<file path="src/hdl/mau_pkg.sv">
// Shared constants, codes and types of the modular arithmetic unit.
package mau_pkg;

   localparam int FuncWidth    = 3;
   localparam int OperandWidth = 64;
   localparam int ModWidth     = 31;
   localparam int ExpBits      = 64;
   localparam int KWidth       = $clog2(ModWidth + 1);
   localparam int MuWidth      = ModWidth + 2;
   localparam int ExpCntWidth  = $clog2(ExpBits + 1);

   localparam logic [ModWidth-1:0] ModReset = ModWidth'(1000000007);

   localparam logic [FuncWidth-1:0] FUNC_ADD = 3'd0;
   localparam logic [FuncWidth-1:0] FUNC_SUB = 3'd1;
   localparam logic [FuncWidth-1:0] FUNC_MUL = 3'd2;
   localparam logic [FuncWidth-1:0] FUNC_POW = 3'd3;
   localparam logic [FuncWidth-1:0] FUNC_INV = 3'd4;
   localparam logic [FuncWidth-1:0] FUNC_DIV = 3'd5;

   typedef struct packed {
      logic [ModWidth-1:0] m;
      logic [KWidth-1:0]   k;
      logic [MuWidth-1:0]  mu;
   } mau_mod_type;

   typedef struct packed {
      logic                start;
      logic [ModWidth-1:0] u;
      logic [ModWidth-1:0] v;
   } mau_mm_req_type;

   typedef struct packed {
      logic                done;
      logic [ModWidth-1:0] prod;
   } mau_mm_rsp_type;

   typedef struct packed {
      logic                done;
      logic [ModWidth-1:0] a_mod;
      logic [ModWidth-1:0] b_mod;
      logic [MuWidth-1:0]  mu;
   } mau_red_rsp_type;

endpackage

</file>
<file path="src/hdl/mau_mulmod.sv">
// Shared modular multiplier: one multiplier reused for Barrett product, quotient, remainder.
module mau_mulmod (
   input  logic                     clock,
   input  logic                     reset,
   input  mau_pkg::mau_mm_req_type  mm_req,
   input  mau_pkg::mau_mod_type     mod,
   output mau_pkg::mau_mm_rsp_type  mm_rsp
);
   import mau_pkg::*;

   localparam logic [2:0] MM_IDLE = 3'd0;
   localparam logic [2:0] MM_X    = 3'd1;
   localparam logic [2:0] MM_Q    = 3'd2;
   localparam logic [2:0] MM_R    = 3'd3;
   localparam logic [2:0] MM_FIX  = 3'd4;

   localparam int MulWidth = MuWidth;
   localparam int XWidth   = 2 * ModWidth;
   localparam int RWidth   = ModWidth + 3;

   logic [2:0]            state_ff, state_in;
   logic                  done_ff, done_in;
   logic [ModWidth-1:0]   u_ff, u_in;
   logic [ModWidth-1:0]   v_ff, v_in;
   logic [XWidth-1:0]     x_ff, x_in;
   logic [ModWidth-1:0]   q3_ff, q3_in;
   logic [RWidth-1:0]     r_ff, r_in;
   logic [ModWidth-1:0]   res_ff, res_in;
   logic [MulWidth-1:0]   op_a, op_b;
   logic [2*MulWidth-1:0] prod;
   logic [KWidth-1:0]     km1;
   logic [KWidth:0]       kp1;
   logic [RWidth-1:0]     m1, m2;

   assign km1  = mod.k - KWidth'(1);
   assign kp1  = {1'b0, mod.k} + (KWidth + 1)'(1);
   assign m1   = RWidth'(mod.m);
   assign m2   = RWidth'({mod.m, 1'b0});
   assign prod = op_a * op_b;

   always_comb begin
      unique case (state_ff)
         MM_X: begin
            op_a = MulWidth'(u_ff);
            op_b = MulWidth'(v_ff);
         end
         MM_Q: begin
            op_a = MulWidth'(x_ff >> km1);
            op_b = mod.mu;
         end
         MM_R: begin
            op_a = MulWidth'(q3_ff);
            op_b = MulWidth'(mod.m);
         end
         default: begin
            op_a = '0;
            op_b = '0;
         end
      endcase
   end

   always_comb begin
      state_in = state_ff;
      done_in  = 1'b0;
      u_in     = u_ff;
      v_in     = v_ff;
      x_in     = x_ff;
      q3_in    = q3_ff;
      r_in     = r_ff;
      res_in   = res_ff;
      unique case (state_ff)
         MM_IDLE: begin
            if (mm_req.start) begin
               u_in     = mm_req.u;
               v_in     = mm_req.v;
               state_in = MM_X;
            end
         end
         MM_X: begin
            x_in     = prod[XWidth-1:0];
            state_in = MM_Q;
         end
         MM_Q: begin
            q3_in    = ModWidth'(prod >> kp1);
            state_in = MM_R;
         end
         MM_R: begin
            r_in     = x_ff[RWidth-1:0] - prod[RWidth-1:0];
            state_in = MM_FIX;
         end
         MM_FIX: begin
            // remainder below 3m: at most two corrections
            if (r_ff >= m2) begin
               res_in = ModWidth'(r_ff - m2);
            end else if (r_ff >= m1) begin
               res_in = ModWidth'(r_ff - m1);
            end else begin
               res_in = ModWidth'(r_ff);
            end
            done_in  = 1'b1;
            state_in = MM_IDLE;
         end
         default: begin
            state_in = MM_IDLE;
         end
      endcase
   end

   always_ff @(posedge clock) begin
      if (reset) begin
         state_ff <= MM_IDLE;
         done_ff  <= 1'b0;
      end else begin
         state_ff <= state_in;
         done_ff  <= done_in;
      end
   end

   always_ff @(posedge clock) begin
      u_ff   <= u_in;
      v_ff   <= v_in;
      x_ff   <= x_in;
      q3_ff  <= q3_in;
      r_ff   <= r_in;
      res_ff <= res_in;
   end

   assign mm_rsp.done = done_ff;
   assign mm_rsp.prod = res_ff;

   a_mm_range: assert property (@(posedge clock) disable iff (reset)
      done_ff |-> (res_ff < mod.m))
      else $error("modular product not below modulus");

   a_mm_start_idle: assert property (@(posedge clock) disable iff (reset)
      mm_req.start |-> (state_ff == MM_IDLE))
      else $error("multiply started while busy");

endmodule

</file>
<file path="config.mk">
export PLATFORM = sky130hd
export DESIGN_NAME = mau_mulmod
export DESIGN_NICKNAME = d
export VERILOG_FILES = /design/src/hdl/mau_pkg.sv /design/src/hdl/mau_mulmod.sv
export SDC_FILE = /design/constraint.sdc
export NUM_CORES = 2
export LEC_CHECK = 0
export ABC_AREA = 1
export CAP_MARGIN = 20
export CORE_MARGIN = 5
export CORE_UTILIZATION = 35
export CTS_CLUSTER_SIZE = 12
export DETAILED_ROUTE_END_ITERATION = 8
export DONT_BUFFER_PORTS = 1
export PLACE_DENSITY_LB_ADDON = 0.25
export SLEW_MARGIN = 15
export SYNTH_ARGS = -nofsm -noshare
export SYNTH_HDL_FRONTEND = slang
export SYNTH_SLANG_ARGS = --single-unit
</file>
<file path="constraint.sdc">
create_clock -name clock -period 16.86 [get_ports clock]
set_input_delay 0 -clock clock [delete_from_list [all_inputs] [get_ports clock]]
set_output_delay 0 -clock clock [all_outputs]
set_load 0.02 [all_outputs]
</file>
# Word-level counts from Yosys, hierarchy flattened
# Cells that the tools add are included.
# classes
addsub	5
mul	1
magnitude_cmp	2
eq_ne	5
shift	2
n_mux	7
reduce_logical	2
# op_table
cell	count
case mux 33 bit (3 select lines)	2
multiplier 33 x 33 -> 66 bit	1
>> shifter 66 x 6 -> 31 bit	1
two-way mux 31 bit	2
>> shifter 62 x 5 -> 33 bit	1
subtractor 31 bit	2
>= comparator 34 x 31 -> 1 bit	1
>= comparator 34 x 32 -> 1 bit	1
subtractor 34 bit	1
case mux 3 bit (4 select lines)	1
adder 5 x 1 -> 6 bit, second input constant	1
equality test 3 x 2 -> 1 bit, second input constant	2
subtractor 5 x 1 -> 5 bit, second input constant	1
equality test 3 x 1 -> 1 bit, second input constant	1
equality test 3 bit, second input constant	1
zero test 3 bit	1
two-way mux 3 bit	1
!= test 2 bit, second input constant	1
AND reduction 2 bit	1
two-way mux 1 bit	1
# word_totals
reg_bits	224
input_bits	134
output_inout_bits	32
wordCells	32

# Depth between registers and ports, before layout
# depth
depth_word	5
ltp_mapped	63
ltp_nobuf	55

# Worst setup path after synthesis
# Ideal clock, no wire load.
# synth_timing
path_type	reg2reg
startpoint	register state_ff[2]
endpoint	register r_ff[30], data pin
arrival_time_ns	10.668
path_slack_ns	5.933
stages_incl_launch_ff	46
n_path_buf	3
synth_period_minus_slack_ns	10.927
cell_sequence	dfxtp_1 > nor3_2 > clkbuf_1 > clkbuf_1 > a22oi_1 > nand2_1 > inv_1 > buf_2 > nor2_1 > fa_1 > fa_1 > fa_1 > inv_1 > fa_1 > inv_1 > fa_1 > inv_1 > fa_1 > [... 10 more ...] > inv_1 > nor2_1 > nand2_1 > nand3_2 > xor2_2 > inv_1 > ha_1 > nand2_1 > nor4_1 > nand3_1 > nand3_1 > nand2_1 > nand2_1 > nand2_1 > nand2_2 > nand3_1 > nand2_1 > xor2_1
# synth_via
elab_chain_len	4
# synth_lines
element	line	rtl
from (decl)	mau_mulmod.sv:21	logic [2:0] state_ff, state_in;
from (signal assigned)	mau_mulmod.sv:114	state_ff <= state_in;
equality test 3 x 2 -> 1 bit or equality test 3 x 1 -> 1 bit (tied branches)	mau_mulmod.sv:42	unique case (state_ff)
case mux 33 bit (3 select lines)	mau_mulmod.sv:42	
multiplier 33 x 33 -> 66 bit *	mau_mulmod.sv:39	assign prod = op_a * op_b;
named net prod[21]	mau_mulmod.sv:30	logic [2*MulWidth-1:0] prod;
subtractor 34 bit *	mau_mulmod.sv:88	r_in = x_ff[RWidth-1:0] - prod[RWidth-1:0];
to (signal assigned)	mau_mulmod.sv:124	r_ff <= r_in;
to (decl)	mau_mulmod.sv:27	logic [RWidth-1:0] r_ff, r_in;
# The timed path passes the listed nets; every way through them passes the cells marked *.
# A chain may end at the register's enable or synchronous reset.

# Worst setup path in the final report
# layout_timing
startpoint	input mod[33] (netlist bit)
endpoint	register q3_ff[24], data pin
# layout_via
elab_chain_len	5
# layout_lines
element	line	rtl
from (decl)	mau_mulmod.sv:6	input mau_pkg::mau_mod_type mod,
subtractor 5 x 1 -> 5 bit	mau_mulmod.sv:35	assign km1 = mod.k - KWidth'(1);
>> shifter 62 x 5 -> 33 bit	mau_mulmod.sv:48	op_a = MulWidth'(x_ff >> km1);
case mux 33 bit (3 select lines)	mau_mulmod.sv:42	
multiplier 33 x 33 -> 66 bit	mau_mulmod.sv:39	
>> shifter 66 x 6 -> 31 bit *	mau_mulmod.sv:84	q3_in = ModWidth'(prod >> kp1);
to (signal assigned)	mau_mulmod.sv:123	q3_ff <= q3_in;
to (decl)	mau_mulmod.sv:26	logic [ModWidth-1:0] q3_ff, q3_in;
# Every way passes the cells marked *; elsewhere a longest branch is shown, timed or not.

==> flow_summary.html <==
<table>
<tr><th>Metric</th><th>Value</th></tr>
<tr><th colspan="2">Placed design</th></tr>
<tr><td>Global placement routability congestion</td><td>1.001</td></tr>
<tr><td>Placed cell count</td><td>8779</td></tr>
<tr><td>Post-DP HPWL</td><td>175000 um</td></tr>
<tr><td>Buffers added on ports</td><td>0</td></tr>
<tr><th colspan="2">Timing</th></tr>
<tr><td>Setup repair after global routing missed its margin</td><td>no</td></tr>
<tr><td>Slew at the pin with the worst max-slew slack</td><td>1243 ps</td></tr>
<tr><td>Post-route fraction of the period consumed by the critical path</td><td>76.19%</td></tr>
<tr><td>Worst slew margin relative to its limit</td><td>17.06%</td></tr>
<tr><td>Worst slack on hold paths</td><td>31.82 ps</td></tr>
<tr><td>Final count of negative-setup-slack endpoints</td><td>0</td></tr>
<tr><td>Clock period minus final worst setup slack</td><td>12850 ps</td></tr>
<tr><td>Max Fclk</td><td>77.85 MHz</td></tr>
<tr><td>Number of max-slew violations in the final report</td><td>0</td></tr>
<tr><td>Setup skew after layout</td><td>26.59 ps</td></tr>
<tr><td>Count of endpoints failing hold in the final timing report</td><td>0</td></tr>
<tr><td>Setup total negative slack</td><td>0 ps</td></tr>
<tr><th colspan="2">CTS</th></tr>
<tr><td>Post-cts repair resize count</td><td>0</td></tr>
<tr><td>Post-CTS Repair Setup Buffers</td><td>0</td></tr>
<tr><td>Clock Sinks</td><td>224</td></tr>
<tr><td>Cell chosen for the clock root</td><td>clkbuf_16</td></tr>
<tr><td>H-tree depth</td><td>1</td></tr>
<tr><td>Number of buffers inserted during clock tree synthesis</td><td>26</td></tr>
<tr><td>TritonCTS clock tree</td><td>built</td></tr>
<tr><td>Buffer depth of the longest clock path</td><td>3</td></tr>
<tr><td>Clock slew at the register clock pins of the worst setup and hold paths</td><td>60 ps</td></tr>
<tr><td>Number of hold buffers added after CTS</td><td>87</td></tr>
<tr><td>Latest clock arrival within the worst-skew pair</td><td>590 ps</td></tr>
<tr><th colspan="2">Synth</th></tr>
<tr><td>Number of instances in the synthesized netlist</td><td>6941</td></tr>
<tr><td>Count of flip-flops with a built-in enable after synthesis</td><td>220</td></tr>
<tr><td>Synthesized Nets</td><td>8368</td></tr>
<tr><td>Cell with the most instances after synthesis</td><td>nand2_1</td></tr>
<tr><td>Seq/Total Area, Yosys</td><td>12.36%</td></tr>
<tr><td>Number of warnings printed during yosys synthesis</td><td>0</td></tr>
<tr><td>Top cell type by total area after synthesis</td><td>fa_1</td></tr>
<tr><td>Post-synthesis average cell area</td><td>7.797 um2</td></tr>
<tr><td>Top_reg_cell synth</td><td>edfxtp_1</td></tr>
<tr><td>Post-synth design cell area</td><td>0.05412 mm2</td></tr>
<tr><td>Post-synth top area share</td><td>35.47%</td></tr>
<tr><td>Seq cells post-synth</td><td>224</td></tr>
<tr><td>Unique masters post-synth</td><td>69</td></tr>
<tr><td>Async set or reset register ratio after synthesis</td><td>0%</td></tr>
<tr><td>Synth top area cells</td><td>fa_1, edfxtp_1, nand2_1</td></tr>
<tr><td>Commonest cells in the synthesized netlist</td><td>nand2_1, inv_1, fa_1, nor2_1, nand3_1</td></tr>
<tr><th colspan="2">GRT</th></tr>
<tr><td>Antenna violations before repair</td><td>7</td></tr>
<tr><td>Grt total ovfl</td><td>0</td></tr>
<tr><td>Vias in the first global route</td><td>48130</td></tr>
<tr><td>Aggregate global-route resource usage</td><td>26.57%</td></tr>
<tr><td>Maximum number of pins on one net before global-route repair</td><td>122</td></tr>
<tr><td>Global-route wire length before repair</td><td>323200 um</td></tr>
<tr><th colspan="2">Run</th></tr>
<tr><td>Maximum Capacitance Violations</td><td>0</td></tr>
<tr><th colspan="2">Floorplan</th></tr>
<tr><td>Starting density of the core</td><td>35.17%</td></tr>
<tr><td>Die Y-Extent</td><td>403.2 um</td></tr>
<tr><td>Die Footprint</td><td>0.1626 mm2</td></tr>
<tr><td>Site Rows</td><td>144</td></tr>
<tr><td>Die span in x</td><td>403.2 um</td></tr>
<tr><td>Number of placed I/O pins</td><td>166</td></tr>
<tr><td>CORE AREA</td><td>0.1539 mm2</td></tr>
<tr><th colspan="2">Outcome</th></tr>
<tr><td>Result of the run</td><td>complete, no violations</td></tr>
<tr><th colspan="2">Critical path</th></tr>
<tr><td>Required time reported for the critical path endpoint</td><td>17190 ps</td></tr>
<tr><td>RR Startpoint</td><td>state_ff[2]</td></tr>
<tr><td>Signal arrival time at the worst endpoint</td><td>13180 ps</td></tr>
<tr><td>Cells on worst reg2reg path</td><td>42</td></tr>
<tr><td>Cell with the biggest individual delay on the critical path</td><td>inv_1</td></tr>
<tr><td>Destination of the worst register-to-register timing path</td><td>q3_ff[24]</td></tr>
<tr><td>Critical path class</td><td>primary input to register</td></tr>
<tr><td>Critical-path maximum fanout</td><td>121</td></tr>
<tr><td>Delay of the slowest cell on the worst path</td><td>850 ps</td></tr>
<tr><td>Startpoint types</td><td>primary input</td></tr>
<tr><td>Type of element capturing the critical path</td><td>register</td></tr>
<tr><td>Minimum setup slack among reg-to-reg paths</td><td>4380 ps</td></tr>
<tr><td>Cell with the most instances on the worst path</td><td>nand2_1</td></tr>
<tr><th colspan="2">Routing</th></tr>
<tr><td>Number of vias after detailed routing</td><td>47750</td></tr>
<tr><td>Routed wire length per instance</td><td>24.59 um</td></tr>
<tr><td>Via/cell ratio</td><td>5.358</td></tr>
<tr><td>Number of detailed-route iterations in the first pass</td><td>6</td></tr>
<tr><td>Drt initial violations</td><td>4986</td></tr>
<tr><td>Total wire length after detailed routing</td><td>219100 um</td></tr>
<tr><td>Post-route DRC</td><td>0</td></tr>
<tr><td>Post-DRT Antenna Nets</td><td>0</td></tr>
<tr><th colspan="2">Finish</th></tr>
<tr><td>Total number of nets in the final design</td><td>8280</td></tr>
<tr><td>Count of placed standard cells in the final layout, fillers left out</td><td>8911</td></tr>
<tr><td>Area grow syn2layout</td><td>6.806%</td></tr>
<tr><td>Layout cells sized above 1</td><td>4.661%</td></tr>
<tr><th colspan="2">Hold path</th></tr>
<tr><td>Startpoint of the most critical hold path</td><td>mod[34]</td></tr>
<tr><td>Path class of the lowest-slack min-delay path</td><td>primary input to register</td></tr>
<tr><td>Hold Path Sink</td><td>q3_ff[28]</td></tr>
<tr><td>Hold Path Depth</td><td>6</td></tr>
<tr><th colspan="2">Pwr</th></tr>
<tr><td>Power per standard cell area</td><td>115.2 mW/mm2</td></tr>
<tr><td>Leakage component of the power</td><td>27.37 nW</td></tr>
<tr><td>Largest vdd supply drop</td><td>0.0001220 V</td></tr>
</table>
[power breakdown]
part           internal [W]  switching, W  total, W
Combinational       0.00153       0.00366   0.00519
Sequential         0.000839     0.0000674  0.000906
Clock              0.000304      0.000257  0.000561
[critical path: cells and delay by family]
family	cells	cell delay, ps
buffers and inverters	13	4380
adder cells (fa/ha/maj)	10	4850
AO/OA/AOI/OAI	10	2210
AND/OR/NAND/NOR	16	1600
[per-stage QoR]
| step | instance area [um2] | total power, W | worst slack (ps) | utilization (%) |
|---|---|---|---|---|
| after CTS | 57720 | 0.006587 | 3938 | 37.52 |
| after floorplan | 54120 | 0.004052 | 5933 | - |
| after global placement | 56020 | 0.005957 | 4471 | 36.40 |
| after global routing | 57800 | 0.007116 | 3494 | 37.56 |
| after detailed placement | 56030 | 0.005943 | 4399 | 36.41 |
| final | 57800 | 0.006659 | 4015 | 37.57 |
[flip-flops by register name (all words and copies together) (netlist names)]
signal and cells:
u_ff 31, r_ff 34, v_ff 31, q3_ff 31, done_ff 1, x_ff 62
res_ff 31, state_ff 3
[kinds of logic after synthesis]
family          Yosys count  synth area share [%]
compound gates          694                 7.493
flops                   224                 12.36
xor+xnor                114                 1.928
buf+inv                1710                 12.47
fa+ha+maj              1293                 43.20
simple gates           2877                 22.02
mux                      29                0.5364
[layout by cell type, fill, tap and decap left out, types with 21 or more instances in the layout]
master,count
a21oi_1,217
a22oi_1,47
a31oi_1,21
buf_4,84
clkbuf_16,27
dlygate4sd3_1,83
edfxtp_1,220
fa_1,959
ha_1,334
inv_1,1354
inv_2,53
mux2i_1,29
nand2_1,1487
nand2_2,48
nand3_1,507
nand4_1,25
nor2_1,710
nor2_2,25
o211ai_1,28
o21ai_0,208
o21ai_1,66
xnor2_1,39
xor2_1,69
[how the worst max path moves through the flow]
stage,from,to,slack [ps],cells past startpoint
after floorplan,state_ff[2],r_ff[30],5930,45
after global placement,mod[34],r_ff[30],4470,50
after detailed placement,mod[34],r_ff[30],4400,50
after CTS,mod[34],q3_ff[24],3940,49
after global routing,mod[33],q3_ff[24],3490,51
final,mod[33],q3_ff[24],4010,49
[layer usage]
layer / GRT usage (%) / share of wire (%) / up-vias / routed length (um)
li1: - / - / 21120 / -
met3: 5.504 / 9.3 / 390 / 20290
met2: 41.65 / 45 / 2350 / 97640
met4: 8.830 / 4.2 / 2 / 9228
met1: 36.78 / 42 / 23880 / 91960
met5: 0 / 0.0059 / - / 13
[final cells by class]
cell class                 count  area [um2]
clock inverter                12       100.1
sequential                   224        6686
clock buffer                  29       683.2
fill                       16130       96070
tap                         2044        2557
antenna                        1       2.502
timing repair buffer         178        1692
inverter                    1416        5320
multi-input combinational   5007       40760
No activity file was read; power rests on OpenSTA's default activity.
