`config.mk`:
```
export PLATFORM = sky130hd
export DESIGN_NAME = mau_reducer
export DESIGN_NICKNAME = d
export VERILOG_FILES = /design/src/hdl/mau_pkg.sv /design/src/hdl/mau_reducer.sv
export SDC_FILE = /design/constraint.sdc
export NUM_CORES = 1
export LEC_CHECK = 0
export BUFFER_PORTS_ARGS = -buffer_cell sky130_fd_sc_hd__buf_4
export CORE_MARGIN = 2
export CORE_UTILIZATION = 37
export DETAILED_ROUTE_END_ITERATION = 10
export GPL_ROUTABILITY_DRIVEN = 0
export HOLD_SLACK_MARGIN = 0.15
export PLACE_DENSITY = 0.57
export SLEW_MARGIN = 10
export SYNTH_ARGS = -nofsm -noshare
export SYNTH_HDL_FRONTEND = slang
export SYNTH_SLANG_ARGS = --single-unit
```
`constraint.sdc`:
```
create_clock -name clock -period 7.66 [get_ports clock]
set_input_delay 1.915 -clock clock [delete_from_list [all_inputs] [get_ports clock]]
set_output_delay 1.915 -clock clock [all_outputs]
set_load 0.1 [all_outputs]
```
`src/hdl/mau_pkg.sv`:
```
// Shared constants, codes and types of the modular arithmetic unit.
package mau_pkg;

   localparam int FuncWidth    = 3;
   localparam int OperandWidth = 64;
   localparam int ModWidth     = 31;
   localparam int ExpBits      = 64;
   localparam int KWidth       = $clog2(ModWidth + 1);
   localparam int MuWidth      = ModWidth + 2;
   localparam int ExpCntWidth  = $clog2(ExpBits + 1);

   localparam logic [ModWidth-1:0] ModReset = ModWidth'(1000000007);

   localparam logic [FuncWidth-1:0] FUNC_ADD = 3'd0;
   localparam logic [FuncWidth-1:0] FUNC_SUB = 3'd1;
   localparam logic [FuncWidth-1:0] FUNC_MUL = 3'd2;
   localparam logic [FuncWidth-1:0] FUNC_POW = 3'd3;
   localparam logic [FuncWidth-1:0] FUNC_INV = 3'd4;
   localparam logic [FuncWidth-1:0] FUNC_DIV = 3'd5;

   typedef struct packed {
      logic [ModWidth-1:0] m;
      logic [KWidth-1:0]   k;
      logic [MuWidth-1:0]  mu;
   } mau_mod_type;

   typedef struct packed {
      logic                start;
      logic [ModWidth-1:0] u;
      logic [ModWidth-1:0] v;
   } mau_mm_req_type;

   typedef struct packed {
      logic                done;
      logic [ModWidth-1:0] prod;
   } mau_mm_rsp_type;

   typedef struct packed {
      logic                done;
      logic [ModWidth-1:0] a_mod;
      logic [ModWidth-1:0] b_mod;
      logic [MuWidth-1:0]  mu;
   } mau_red_rsp_type;

endpackage

```
`src/hdl/mau_reducer.sv`:
```
// Bit-serial remainder unit: operands mod m and the Barrett factor 2^(2k) / m.
module mau_reducer (
   input  logic                             clock,
   input  logic                             reset,
   input  logic                             start,
   input  logic [mau_pkg::ModWidth-1:0]     modulus,
   input  logic [mau_pkg::KWidth-1:0]       k,
   input  logic [mau_pkg::OperandWidth-1:0] operand_a,
   input  logic [mau_pkg::OperandWidth-1:0] operand_b,
   output mau_pkg::mau_red_rsp_type         rsp
);
   import mau_pkg::*;

   localparam int CntWidth = $clog2(OperandWidth);

   logic                    busy_ff, busy_in;
   logic                    done_ff, done_in;
   logic [CntWidth-1:0]     cnt_ff, cnt_in;
   logic [OperandWidth-1:0] sha_ff, sha_in;
   logic [OperandWidth-1:0] shb_ff, shb_in;
   logic [OperandWidth-1:0] shp_ff, shp_in;
   logic [ModWidth-1:0]     ra_ff, ra_in;
   logic [ModWidth-1:0]     rb_ff, rb_in;
   logic [ModWidth-1:0]     rp_ff, rp_in;
   logic [MuWidth-1:0]      q_ff, q_in;
   logic [ModWidth:0]       step_a, step_b, step_p;

   // one restoring step: {quotient bit, new remainder}
   function automatic logic [ModWidth:0] lane_step(input logic [ModWidth-1:0] r,
                                                   input logic din,
                                                   input logic [ModWidth-1:0] m);
      logic [ModWidth:0] t;
      logic [ModWidth:0] d;
      t = {r, din};
      d = t - {1'b0, m};
      if (t >= {1'b0, m}) begin
         lane_step = {1'b1, d[ModWidth-1:0]};
      end else begin
         lane_step = {1'b0, t[ModWidth-1:0]};
      end
   endfunction

   assign step_a = lane_step(ra_ff, sha_ff[OperandWidth-1], modulus);
   assign step_b = lane_step(rb_ff, shb_ff[OperandWidth-1], modulus);
   assign step_p = lane_step(rp_ff, shp_ff[OperandWidth-1], modulus);

   always_comb begin
      busy_in = busy_ff;
      done_in = 1'b0;
      cnt_in  = cnt_ff;
      sha_in  = sha_ff;
      shb_in  = shb_ff;
      shp_in  = shp_ff;
      ra_in   = ra_ff;
      rb_in   = rb_ff;
      rp_in   = rp_ff;
      q_in    = q_ff;
      if (start) begin
         busy_in = 1'b1;
         cnt_in  = '0;
         sha_in  = operand_a;
         shb_in  = operand_b;
         shp_in  = OperandWidth'(1) << {k, 1'b0};
         ra_in   = '0;
         rb_in   = '0;
         rp_in   = '0;
         q_in    = '0;
      end else if (busy_ff) begin
         sha_in = sha_ff << 1;
         shb_in = shb_ff << 1;
         shp_in = shp_ff << 1;
         ra_in  = step_a[ModWidth-1:0];
         rb_in  = step_b[ModWidth-1:0];
         rp_in  = step_p[ModWidth-1:0];
         q_in   = {q_ff[MuWidth-2:0], step_p[ModWidth]};
         cnt_in = cnt_ff + CntWidth'(1);
         if (cnt_ff == CntWidth'(OperandWidth - 1)) begin
            busy_in = 1'b0;
            done_in = 1'b1;
         end
      end
   end

   always_ff @(posedge clock) begin
      if (reset) begin
         busy_ff <= 1'b0;
         done_ff <= 1'b0;
      end else begin
         busy_ff <= busy_in;
         done_ff <= done_in;
      end
   end

   always_ff @(posedge clock) begin
      cnt_ff <= cnt_in;
      sha_ff <= sha_in;
      shb_ff <= shb_in;
      shp_ff <= shp_in;
      ra_ff  <= ra_in;
      rb_ff  <= rb_in;
      rp_ff  <= rp_in;
      q_ff   <= q_in;
   end

   assign rsp.done  = done_ff;
   assign rsp.a_mod = ra_ff;
   assign rsp.b_mod = rb_ff;
   assign rsp.mu    = q_ff;

   a_red_range: assert property (@(posedge clock) disable iff (reset)
      done_ff |-> (ra_ff < modulus) && (rb_ff < modulus))
      else $error("reducer remainder not below modulus");

endmodule

```
## Yosys cells after proc, flatten, opt, wreduce, memory -nomap -nowiden

Cells that the tools add are included.

- Register bits after elaboration: 326
- Logic and storage cells: 35

- Bitwise gates (word level): 1
- Shifts and indexed selects: 1
- Add/subtract/negate cells: 4
- Equal/unequal tests: 1
- Order comparisons: 3
- Reductions and logical operators: 2
- Muxes and demuxes: 13

Operators by type and width:

| kind | count |
|---|---|
| 64-bit two-way mux | 6 |
| 32-bit by 31-bit greater-or-equal comparator with 1-bit output | 3 |
| 31-bit subtractor | 3 |
| 1-bit by 6-bit left shift with 64-bit output, first input constant | 1 |
| 31-bit two-way mux | 2 |
| 32-bit two-way mux | 1 |
| 6-bit by 1-bit adder with 6-bit output, second input constant | 1 |
| 6-bit == test, second input constant | 1 |
| 1-bit two-way mux | 4 |
| 3-bit OR reduction | 1 |
| 2-bit nonzero test | 1 |
| 1-bit inverter | 1 |

## Depth between registers and ports, before layout

Gate-level depths: netlist of the first run.

- Depth in word-level cells: 4
- Mapped depth: 15
- Depth with buffers taken out: 12

## Least setup slack after synthesis of the first run

OpenSTA, ideal clock, no wires.

- Kind: input-to-reg
- Start point: in start
- End point: reg sha_ff[0] (enable)
- Required time: 7116 ps
- Cell stages on the path: 4
- Arrival: 6217 ps
- Setup time: 544 ps
- Path slack: 899 ps
- Cells stage by stage: clkbuf_1 nor2_1 clkbuf_1 inv_1

- Longest elaborated chain between the ends: 1

Ends and longest elaborated chain:

| what | RTL line | RTL |
|---|---|---|
| start, declared | mau_reducer.sv:5 | `input logic start,` |
| 2-bit nonzero test (no source line) | n/a |  |
| end signal, assigned | mau_reducer.sv:96 | `sha_ff <= sha_in;` |
| end, declared | mau_reducer.sv:19 | `logic [OperandWidth-1:0] sha_ff, sha_in;` |

Every way passes these cells.
A chain may end at the register's enable or synchronous reset.

## Final worst setup path of the first run

- Start point: in modulus[2] in the netlist's numbering
- End point: reg rp_ff[4]

- Longest elaborated chain between the ends: 2
- Elaborated cells between the ends (all ways): 3
- Those cells by class: 1 x add/sub; 1 x order compare; 1 x mux

Ends and longest elaborated chain:

| what | RTL line | RTL |
|---|---|---|
| start, declared | mau_reducer.sv:6 | `input logic [mau_pkg::ModWidth-1:0] modulus,` |
| 31-bit subtractor / 32-bit by 31-bit greater-or-equal comparator with 1-bit output (equally long branches) | mau_reducer.sv:35, mau_reducer.sv:36 |  |
| 32-bit two-way mux (*) | mau_reducer.sv:36 | `if (t >= {1'b0, m}) begin` |
| end signal, assigned | mau_reducer.sv:101 | `rp_ff <= rp_in;` |
| end, declared | mau_reducer.sv:24 | `logic [ModWidth-1:0] rp_ff, rp_in;` |

Mark *: on every way between the ends. The rest lies on a longest branch, timed or not.

==> results of run 1 <==
[stage by stage]
stage | power, mW | utilization [%] | hold WS [ps] | instance area (µm²)
floorplan | 2.78 | - | 439 | 18300
global placement | 3.03 | 42.7 | 465 | 20800
detailed placement | 3.04 | 42.7 | 478 | 20800
CTS | 5.03 | 45.5 | 490 | 22200
global route | 5.19 | 45.5 | 517 | 22200
finish | 4.96 | 45.5 | 485 | 22200
[state kept, by name (all words and copies together), names as in the netlist]
signal   cells
busy_ff      1
cnt_ff       6
done_ff      1
q_ff        33
ra_ff       31
rb_ff       31
rp_ff       31
sha_ff      64
shb_ff      64
shp_ff      64
[cell families after synthesis]
group	synth area share [%]
compound gates	16.1
simple gates	11.5
flops	46.1
mux	11.7
buf+inv	3.86
fa+ha+maj	6.75
xor+xnor	3.92
[area by class of cell]
| cell class | count | area share, % |
|---|---|---|
| clock inverters | 20 | 1.13 |
| multi-input cells | 1290 | 41.3 |
| well taps | 664 | 3.74 |
| inverters | 85 | 1.47 |
| flip-flops and latches | 326 | 38.0 |
| clock buffers | 53 | 5.04 |
| repair buffers | 273 | 9.26 |
[metal layers]
metal | wire [µm] | track usage, % | up-vias
met3 | 2980 | 4.24 | 74
met1 | 22100 | 24.5 | 6792
li1 | - | - | 7038
met2 | 22800 | 30.5 | 374
met5 | 0 | 0 | -
met4 | 1410 | 6.83 | 0
[cells in the final DEF (no fill, tap or decap), types with 8 or more instances in the layout]
master | synthesis | final
sky130_fd_sc_hd__o21a_1 | 15 | 15
sky130_fd_sc_hd__nand3_1 | 22 | 22
sky130_fd_sc_hd__mux2_2 | 126 | 126
sky130_fd_sc_hd__nor2b_1 | 42 | 42
sky130_fd_sc_hd__a211oi_1 | 56 | 56
sky130_fd_sc_hd__xor2_1 | 35 | 35
sky130_fd_sc_hd__nand2b_1 | 12 | 12
sky130_fd_sc_hd__nand4_1 | 15 | 15
sky130_fd_sc_hd__a22oi_1 | 9 | 9
sky130_fd_sc_hd__o21ai_0 | 91 | 91
sky130_fd_sc_hd__a21o_1 | 40 | 40
sky130_fd_sc_hd__o22ai_1 | 34 | 34
sky130_fd_sc_hd__nor3_1 | 19 | 19
sky130_fd_sc_hd__nor2_1 | 180 | 179
sky130_fd_sc_hd__inv_1 | 85 | 84
sky130_fd_sc_hd__a31oi_1 | 16 | 16
sky130_fd_sc_hd__clkbuf_16 | 0 | 40
sky130_fd_sc_hd__nand2_1 | 109 | 109
sky130_fd_sc_hd__edfxtp_1 | 192 | 192
sky130_fd_sc_hd__o211ai_1 | 8 | 8
sky130_fd_sc_hd__and3_1 | 16 | 16
sky130_fd_sc_hd__dfxtp_1 | 134 | 133
sky130_fd_sc_hd__mux2i_1 | 71 | 71
sky130_fd_sc_hd__xnor2_1 | 47 | 47
sky130_fd_sc_hd__o21bai_1 | 10 | 10
sky130_fd_sc_hd__a32oi_1 | 10 | 10
sky130_fd_sc_hd__ha_1 | 94 | 94
sky130_fd_sc_hd__a21oi_1 | 120 | 120
sky130_fd_sc_hd__buf_4 | 4 | 272
[power breakdown]
| group | internal, mW | total, mW | switching [mW] |
|---|---|---|---|
| clock network | 1.15 | 1.94 | 0.798 |
| logic | 0.356 | 0.922 | 0.567 |
| registers | 2.02 | 2.09 | 0.0754 |
| total | 3.52 | 4.96 | 1.44 |
[worst reg2reg max path, stage by stage (launching register included)]
cell	delay, ps
sky130_fd_sc_hd__edfxtp_1	380
sky130_fd_sc_hd__inv_1	60
sky130_fd_sc_hd__ha_1	160
sky130_fd_sc_hd__fa_1	210
sky130_fd_sc_hd__inv_1	50
sky130_fd_sc_hd__a21oi_1	200
sky130_fd_sc_hd__o211ai_1	200
sky130_fd_sc_hd__a41oi_1	310
sky130_fd_sc_hd__o211ai_1	320
sky130_fd_sc_hd__o21ai_4	700
sky130_fd_sc_hd__buf_4	410
sky130_fd_sc_hd__mux2i_1	240
sky130_fd_sc_hd__a211oi_1	90
[path summary, 6_finish.rpt]
| path | startpoint | endpoint | slack, ps |
|---|---|---|---|
| worst max-delay path | modulus[2] | rp_ff[4] | 3010 |
| worst min-delay path | rp_ff[30] | rp_ff[30] | 490 |
| worst max register to register | shp_ff[63] | rp_ff[4] | 4150 |
| worst min register to register | rp_ff[30] | rp_ff[30] | 490 |
==> results.json, run 1 <==
{
  "outcome": "completed",
  "worst_path_max_delay_cell": "sky130_fd_sc_hd__o21ai_4",
  "grt-ovfl-total": 0,
  "setup-violations-final": 0,
  "cp.arrival_ps": 5050,
  "detail_route.iter0.violations": 964,
  "syn-num-nets": 2057,
  "worst_ep_required_time_ps": 8060,
  "synth_warnings": 0,
  "setup_repair_after_global_routing_missed_its_margin": "no",
  "ys_async_sr_fraction_pct": 0,
  "die_width_um": 226,
  "fp.dieH_um": 226,
  "cap_violations": 0,
  "crit_cells": 11,
  "critical_path.top_delay_family": "compound AO/OA/AOI/OAI gates",
  "cts.path.max_buffers": 3,
  "area_delta_synth_final_pct": 21.4,
  "synth_top_area_share_pct": 31.5,
  "post_synth_instance_area_mm2": 0.0183,
  "routed_via_density": 5.27,
  "ys_types": 71,
  "dpl.cell_count": 2638,
  "power_density_mw_per_mm2": 223,
  "setup_skew_after_layout_ps": 21.2,
  "area.sequential_mm2": 0.00845,
  "final_net_count": 2280,
  "drc_errors": 0,
  "grt_util_all_layers_pct": 18.8,
  "postSynth.topFlopCell": "sky130_fd_sc_hd__edfxtp_1",
  "num-fill-cells": 4698,
  "hold_path_depth": 2,
  "yosys-top-cells-count": "sky130_fd_sc_hd__edfxtp_1 (192), sky130_fd_sc_hd__nor2_1 (180), sky130_fd_sc_hd__dfxtp_1 (134)",
  "critical_path.cell_chain": "buf_4 > inv_1 > ha_1 > a21oi_1 > o211ai_1 > a41oi_1 > o211ai_1 > o21ai_4 > buf_4 > mux2i_1 > a211oi_1",
  "starting_density_of_the_core_pct": 37.5,
  "antenna_cells_inserted": 0,
  "crit_path_category": "input port to flop",
  "worst_ir_drop_vdd_uv": 137,
  "hold_viol_final": 0,
  "drv_slew": 0,
  "dieArea_mm2": 0.0513,
  "tritoncts": "built",
  "totalNegativeSetupSlack_ps": 0,
  "layout_worst_path_cycle_share_pct": 60.7,
  "timing.slew.headroom_pct": 26.7,
  "numCtsBuffers": 40,
  "cts_hold_repair.buffers": 0,
  "cellLeakagePower_nw": 9.23,
  "worstSetupStartpointType": "input port",
  "post-cts-setup-buffers": 0,
  "hp-class": "flop to flop",
  "cts_resized": 0,
  "top_cells_by_area_in_the_synthesized_netlist": "sky130_fd_sc_hd__edfxtp_1 (31%), sky130_fd_sc_hd__dfxtp_1 (15%), sky130_fd_sc_hd__mux2_2 (7.7%)",
  "design.portCount": 263,
  "drtAntennaViolNets": 0,
  "critPathMaxStageDelay_ps": 700,
  "fmax_mhz": 215,
  "first_global_vias": 13900,
  "crit_fanout": 25,
  "crit_buf_inv": 3,
  "synth.most_common_cell": "sky130_fd_sc_hd__edfxtp_1",
  "worst_slew_pin_slew_ps": 1100,
  "finalCriticalPeriod_ps": 4650,
  "io_buffer_count": 262,
  "finalWirelength_um": 49300,
  "grt_first_pass_wirelength_um": 75800,
  "core-area_mm2": 0.0488,
  "synth_register_bits": 326,
  "detailedRoute.firstPassIterationCount": 5,
  "vias": 14300,
  "critPathCaptureType": "flop",
  "synth_sequential_area_ratio_pct": 46.1,
  "path_clk_slew_ps": 60,
  "post-route-worst-setup-slack_ps": 3010,
  "cells_on_worst_reg2reg_path": 12,
  "final_cells": 2711,
  "preCtsSetupSlack_ps": 2460,
  "cts.root.buffer_cell": "sky130_fd_sc_hd__clkbuf_16",
  "core.rowCount": 81,
  "dp_hpwl_um": 34900,
  "clkLatencyLatePin_ps": 580,
  "htree_levels": 2,
  "synth.largest_area_cell": "sky130_fd_sc_hd__edfxtp_1",
  "syn-mean-instance-area_um2": 10.2,
  "detail_route.wl_per_cell_um": 18.2,
  "sinks_on_clock_net": 326,
  "multi_input_area_mm2": 0.00918,
  "synthCells": 1793,
  "layout-drive-gt1-share_pct": 23.5,
  "antenna_violations_before_repair": 0,
  "synth-edff-count": 192,
  "pin_count_of_the_biggest_net_entering_global_routing": 151
}
No activity file was read; power rests on OpenSTA's default activity.
==> run 2: changes to the inputs <==
--- a/config.mk
+++ b/config.mk
@@ -5,13 +5,14 @@
 export SDC_FILE = /design/constraint.sdc
 export NUM_CORES = 1
 export LEC_CHECK = 0
+export ABC_AREA = 1
 export BUFFER_PORTS_ARGS = -buffer_cell sky130_fd_sc_hd__buf_4
 export CORE_MARGIN = 2
 export CORE_UTILIZATION = 37
 export DETAILED_ROUTE_END_ITERATION = 10
 export GPL_ROUTABILITY_DRIVEN = 0
 export HOLD_SLACK_MARGIN = 0.15
-export PLACE_DENSITY = 0.57
+export PLACE_DENSITY = 0.56
 export SLEW_MARGIN = 10
 export SYNTH_ARGS = -nofsm -noshare
 export SYNTH_HDL_FRONTEND = slang
==> constraint.sdc (replaced) <==
create_clock -name clock -period 4.5 [get_ports clock]
set_input_delay 1.125 -clock clock [delete_from_list [all_inputs] [get_ports clock]]
set_output_delay 1.125 -clock clock [all_outputs]
set_load 0.1 [all_outputs]
==> results.json, run 2 <==
{
  "outcome": "completed",
  "finalWirelength_um": 66900,
  "tritoncts": "built",
  "hp-class": "flop to flop",
  "min_delay_worst_endpoint": "q_ff[32]",
  "worst_ep_required_time_ps": 4950,
  "r2r_setup_slack_ps": 1460,
  "htree_levels": 2,
  "cts_resized": 0,
  "post-cts-setup-buffers": 0,
  "dp_hpwl_um": 50300,
  "drv_slew": 0,
  "dpl.cell_count": 4089,
  "cap_violations": 0,
  "cp.arrival_ps": 3770,
  "synth_sequential_area_ratio_pct": 39.7,
  "ys_types": 41,
  "starting_density_of_the_core_pct": 37.6,
  "setup-violations-final": 0,
  "internal_power_mw": 5.64,
  "finalCriticalPeriod_ps": 3320,
  "worst_r2r_endpoint": "rb_ff[28]",
  "preCtsSetupSlack_ps": 567,
  "setup_repair_after_global_routing_missed_its_margin": "no",
  "sequentialPowerShare_pct": 45.1,
  "clkLatencyLatePin_ps": 610,
  "cts.root.buffer_cell": "sky130_fd_sc_hd__clkbuf_16",
  "worstSetupStartpointType": "input port",
  "synth_top_area_share_pct": 27.1,
  "antenna_violations_before_repair": 2,
  "path_clk_slew_ps": 60,
  "ys_async_sr_fraction_pct": 0,
  "post-route-worst-setup-slack_ps": 1180,
  "worstReg2RegStart": "shb_ff[63]",
  "layout-drive-gt1-share_pct": 11.9,
  "pin_count_of_the_biggest_net_entering_global_routing": 163,
  "core-area_mm2": 0.0566,
  "detail_route.iter0.violations": 1291,
  "grt-ovfl-total": 0,
  "cts_hold_repair.buffers": 0,
  "layout_worst_path_cycle_share_pct": 73.8,
  "sinks_on_clock_net": 326,
  "layout_common_cells": "sky130_fd_sc_hd__nand2_1 (1,380), sky130_fd_sc_hd__inv_1 (510), sky130_fd_sc_hd__buf_4 (275), sky130_fd_sc_hd__nand3_1 (225), sky130_fd_sc_hd__edfxtp_1 (192)",
  "drc_errors": 0,
  "total_power_mw": 7.60,
  "first_global_vias": 18700,
  "final_core_util_pct": 44.6,
  "detail_route.wl_per_cell_um": 16.1,
  "die_width_um": 244,
  "cts.path.max_buffers": 3,
  "swShare_pct": 25.7,
  "synth-edff-count": 192,
  "worst_slew_pin_slew_ps": 985,
  "worst_ir_drop_vdd_uv": 301,
  "final_net_count": 3639,
  "cells_on_worst_reg2reg_path": 15,
  "syn-num-nets": 3411,
  "fmax_mhz": 301,
  "synthCells": 3147,
  "switching_power_mw": 1.96,
  "synth.most_common_cell": "sky130_fd_sc_hd__nand2_1",
  "hold_viol_final": 0,
  "design.portCount": 263,
  "syn-mean-instance-area_um2": 6.75,
  "cellLeakagePower_nw": 13.4,
  "comb_power_share_pct": 10.3,
  "critPathCaptureType": "flop",
  "layout_top_registers": "sha_ff (64), shb_ff (64), shp_ff (64)",
  "fp.dieH_um": 244,
  "synth_warnings": 0,
  "post_synth_instance_area_mm2": 0.0213,
  "post_dp_cell_area_mm2": 0.0239,
  "vias": 19600,
  "crit_path_category": "input port to flop",
  "io_buffer_count": 262,
  "power_density_mw_per_mm2": 301,
  "hold_path_depth": 2,
  "numCtsBuffers": 40,
  "totalNegativeSetupSlack_ps": 0,
  "dieArea_mm2": 0.0594,
  "area_delta_synth_final_pct": 18.8,
  "final_cells": 4161,
  "core.rowCount": 87,
  "grt_first_pass_wirelength_um": 104000,
  "yosys-top-cells-count": "sky130_fd_sc_hd__nand2_1 (1,380), sky130_fd_sc_hd__inv_1 (511), sky130_fd_sc_hd__nand3_1 (225)",
  "synth_register_bits": 326,
  "holdCritStartpoint": "q_ff[32]",
  "power.share.clock_pct": 44.6,
  "final_area_mm2": 0.0253,
  "grt_util_all_layers_pct": 22.1,
  "detailedRoute.firstPassIterationCount": 7,
  "synth.largest_area_cell": "sky130_fd_sc_hd__edfxtp_1",
  "postSynth.topFlopCell": "sky130_fd_sc_hd__edfxtp_1",
  "timing.slew.headroom_pct": 34.3,
  "setup_skew_after_layout_ps": 61.4,
  "routed_via_density": 4.71,
  "top_cells_by_area_in_the_synthesized_netlist": "sky130_fd_sc_hd__edfxtp_1 (27%), sky130_fd_sc_hd__nand2_1 (24%), sky130_fd_sc_hd__dfxtp_1 (13%)",
  "mostFrequentLayoutCell": "sky130_fd_sc_hd__nand2_1",
  "holdWs_ps": 458,
  "crit_fanout": 31,
  "drtAntennaViolNets": 0
}
-- run 2: changes by cell type in the layout (fill, tap and decap cells not counted), moves of 56 or more --
| cell | before | now |
|---|---|---|
| sky130_fd_sc_hd__inv_1 | 84 | 510 |
| sky130_fd_sc_hd__a211oi_1 | 56 | 0 |
| sky130_fd_sc_hd__nand2_1 | 109 | 1380 |
| sky130_fd_sc_hd__nand3_1 | 22 | 225 |
| sky130_fd_sc_hd__mux2i_1 | 71 | 0 |
| sky130_fd_sc_hd__mux2_2 | 126 | 0 |
| sky130_fd_sc_hd__a21oi_1 | 120 | 44 |
-- run 2: critical path, stage by stage --
cell and delay [ps]:
sky130_fd_sc_hd__buf_4 130, sky130_fd_sc_hd__ha_1 220, sky130_fd_sc_hd__fa_1 420, sky130_fd_sc_hd__inv_1 160, sky130_fd_sc_hd__nand2_1 70, sky130_fd_sc_hd__nand2_1 80, sky130_fd_sc_hd__nand3_1 80, sky130_fd_sc_hd__nand2_2 140
sky130_fd_sc_hd__nand2_2 80, sky130_fd_sc_hd__nand3_2 70, sky130_fd_sc_hd__nand2_2 220, sky130_fd_sc_hd__nand2_2 640, sky130_fd_sc_hd__nand3_1 180, sky130_fd_sc_hd__nand2_1 120, sky130_fd_sc_hd__nand2_1 50
-- run 2: how the worst max path moves through the flow --
| stage | start | end | slack, ps |
|---|---|---|---|
| 4_1_cts | modulus[0] | rb_ff[28] | 1140 |
| 2_1_floorplan | start | sha_ff[0] | 170 |
| 5_1_grt | modulus[0] | rb_ff[10] | 960 |
| 3_3_place_gp | modulus[0] | rb_ff[0] | 650 |
| 6_report | modulus[0] | rb_ff[28] | 1180 |
| 3_5_place_dp | modulus[0] | rb_ff[0] | 570 |
-- run 2: area by class of cell --
cell class | count | area, µm²
Antenna cell | 1 | 2.50
Sequential cell | 326 | 8450
Timing Repair Buffer | 279 | 2140
Multi-Input combinational cell | 2198 | 10400
Inverter | 530 | 2000
Fill cell | 6047 | 31300
Clock inverter | 14 | 195
Clock buffer | 57 | 1160
Tap cell | 756 | 946
-- run 2: power groups by stage --
stage	Sequential, mW	Combinational (mW)	Clock (mW)
global route	3.44	0.877	3.57
detailed placement	3.49	0.790	0
finish	3.43	0.785	3.38
global placement	3.48	0.791	0
CTS	3.43	0.791	3.47
floorplan	3.50	0.464	0
-- run 2: kinds of logic (layout without fill, tap and decap cells) --
family / after synthesis / count (layout) / share of synthesized area, %
DFF: 326 / 326 / 39.7
adders and majority gates: 97 / 97 / 5.82
buffers and inverters: 623 / 880 / 11.6
xor gates and xnor gates: 43 / 43 / 1.77
other: 0 / 1 / 0
AOI/OAI and AO/OA: 157 / 157 / 4.05
and+or+nand+nor: 1901 / 1901 / 37.1
-- run 2: metal layers --
metal / global-route usage [%] / vias to the layer above / share of wire (%)
li1: - / 10200 / -
met4: 7.91 / 4 / 3.3
met5: 0 / - / 0.049
met1: 29.1 / 8787 / 46
met3: 3.90 / 122 / 5.8
met2: 36.2 / 498 / 45
==> run 3: changes to the inputs <==
==> constraint.sdc (replaced) <==
create_clock -name clock -period 3.25 [get_ports clock]
set_input_delay 0.8125 -clock clock [delete_from_list [all_inputs] [get_ports clock]]
set_output_delay 0.8125 -clock clock [all_outputs]
set_load 0.1 [all_outputs]
==> results.json, run 3 (synthesized netlist as in run 2, its figures left out) <==
{
  "outcome": "completed",
  "finalCriticalPeriod_ps": 2560,
  "grt_first_pass_wirelength_um": 104000,
  "core-area_mm2": 0.0566,
  "crit_path_category": "input port to flop",
  "cellLeakagePower_nw": 13.6,
  "setup_repair_after_global_routing_missed_its_margin": "no",
  "layout_worst_path_cycle_share_pct": 78.7,
  "cts_resized": 0,
  "starting_density_of_the_core_pct": 37.6,
  "layout_common_cells": "sky130_fd_sc_hd__nand2_1 (1,380), sky130_fd_sc_hd__inv_1 (510), sky130_fd_sc_hd__buf_4 (293), sky130_fd_sc_hd__nand3_1 (225), sky130_fd_sc_hd__edfxtp_1 (192)",
  "worst_ep_required_time_ps": 3710,
  "cap_violations": 0,
  "io_buffer_count": 262,
  "clkLatencyLatePin_ps": 570,
  "timing.slew.headroom_pct": 42.6,
  "tritoncts": "built",
  "totalNegativeSetupSlack_ps": 0,
  "die_width_um": 244,
  "sinks_on_clock_net": 326,
  "critPathCaptureType": "flop",
  "detail_route.iter0.violations": 1412,
  "hold_viol_final": 0,
  "layout-drive-gt1-share_pct": 12.8,
  "htree_levels": 2,
  "cts.root.buffer_cell": "sky130_fd_sc_hd__clkbuf_16",
  "critical_path.cell_chain": "buf_4 > inv_1 > ha_1 > nand2_1 > nor2_1 > buf_4 > nand2_1 > inv_1 > nand2_1 > nand2_1 > nand2_1 > nand3_1 > nand3_1 > nand2_1 > nand2_1",
  "worst_ir_drop_vdd_uv": 340,
  "detail_route.wl_per_cell_um": 16.0,
  "drtAntennaViolNets": 0,
  "area_delta_synth_final_pct": 20.5,
  "cts_hold_repair.buffers": 0,
  "path_clk_slew_ps": 60,
  "post_dp_cell_area_mm2": 0.0242,
  "pin_count_of_the_biggest_net_entering_global_routing": 106,
  "worst_slew_pin_slew_ps": 861,
  "mostFrequentLayoutCell": "sky130_fd_sc_hd__nand2_1",
  "setup-violations-final": 0,
  "fmax_mhz": 391,
  "final_net_count": 3666,
  "numCtsBuffers": 41,
  "critPathMaxStageDelay_ps": 470,
  "hp-class": "input port to flop",
  "routed_via_density": 4.69,
  "worst_path_max_delay_cell": "sky130_fd_sc_hd__ha_1",
  "grt_util_all_layers_pct": 22.1,
  "final_area_mm2": 0.0256,
  "post-cts-setup-buffers": 0,
  "antenna_cells_inserted": 0,
  "crit_fanout": 4,
  "layout_top_registers": "sha_ff (64), shb_ff (64), shp_ff (64)",
  "num-fill-cells": 6006,
  "fp.dieH_um": 244,
  "design.portCount": 263,
  "drv_slew": 0,
  "core.rowCount": 87,
  "dieArea_mm2": 0.0594,
  "cp.arrival_ps": 3020,
  "path_common_cell": "sky130_fd_sc_hd__nand2_1",
  "first_global_vias": 18500,
  "grt-ovfl-total": 0,
  "holdWs_ps": 413,
  "cts.path.max_buffers": 3,
  "dp_hpwl_um": 51600,
  "antenna_violations_before_repair": 0,
  "detailedRoute.firstPassIterationCount": 6,
  "power_density_mw_per_mm2": 414,
  "setup_skew_after_layout_ps": 19.6,
  "drc_errors": 0,
  "vias": 19700,
  "finalWirelength_um": 67000,
  "worstSetupStartpointType": "input port"
}
-- run 3: cell count changes in the layout (fill, tap and decap cells not counted) --
cell,previous run,this run
sky130_fd_sc_hd__buf_12,4,12
sky130_fd_sc_hd__buf_4,275,293
sky130_fd_sc_hd__clkbuf_4,2,0
sky130_fd_sc_hd__clkbuf_1,8,4
sky130_fd_sc_hd__clkinv_4,0,1
sky130_fd_sc_hd__clkbuf_8,5,8
sky130_fd_sc_hd__clkinv_16,1,2
sky130_fd_sc_hd__clkinv_2,4,9
sky130_fd_sc_hd__inv_16,1,0
sky130_fd_sc_hd__clkinv_1,9,11
sky130_fd_sc_hd__diode_2,1,0
-- run 3: power breakdown --
group / internal [mW] / leakage [nW] / switching (mW)
Sequential: 4.67 / 3.08 / 0.0685
Combinational: 0.387 / 9.85 / 0.718
Clock: 2.82 / 0.696 / 1.94
-- run 3: per-stage QoR --
stage	power (mW)	util, %	instances	setup WS, ps
6_report	10.6	45.3	4191	691
3_3_place_gp	5.93	42.7	4115	170
2_1_floorplan	5.48	-	3147	363
5_1_grt	11.0	45.3	4191	554
4_1_cts	10.8	45.3	4191	734
3_5_place_dp	5.94	42.7	4115	163
-- run 3: critical path, delay by kind of cell --
family / cells / cell delay [ps]
simple gates: 10 / 1270
fa+ha+maj: 1 / 470
buf+inv: 4 / 470
-- run 3: path summary, 6_finish.rpt --
path              depth (start not counted)  startpoint        end  slack (ps)
setup / recovery                         15  modulus[8]  rb_ff[29]         690
hold / removal                            2       reset    done_ff         410
hold reg to reg                           2    rp_ff[8]   rp_ff[8]         470
setup reg to reg                         15  sha_ff[63]  ra_ff[27]         770
-- run 3: cell type report --
class	instances	area, µm²	area share [%]
timing repair buffer	305	2440	9.53
clock inverter	22	246	0.962
multi-input combinational	2198	10400	40.4
inverter	530	2000	7.81
sequential	326	8450	33.0
tap	756	946	3.69
clock buffer	54	1180	4.59
-- run 3: per-layer routing --
metal,up-vias,share of wire (%),track usage [%]
li1,10300,-,-
met1,8783,47,31.3
met2,521,44,34.7
met3,92,6.1,3.82
met4,0,2.7,6.19
met5,-,0,0
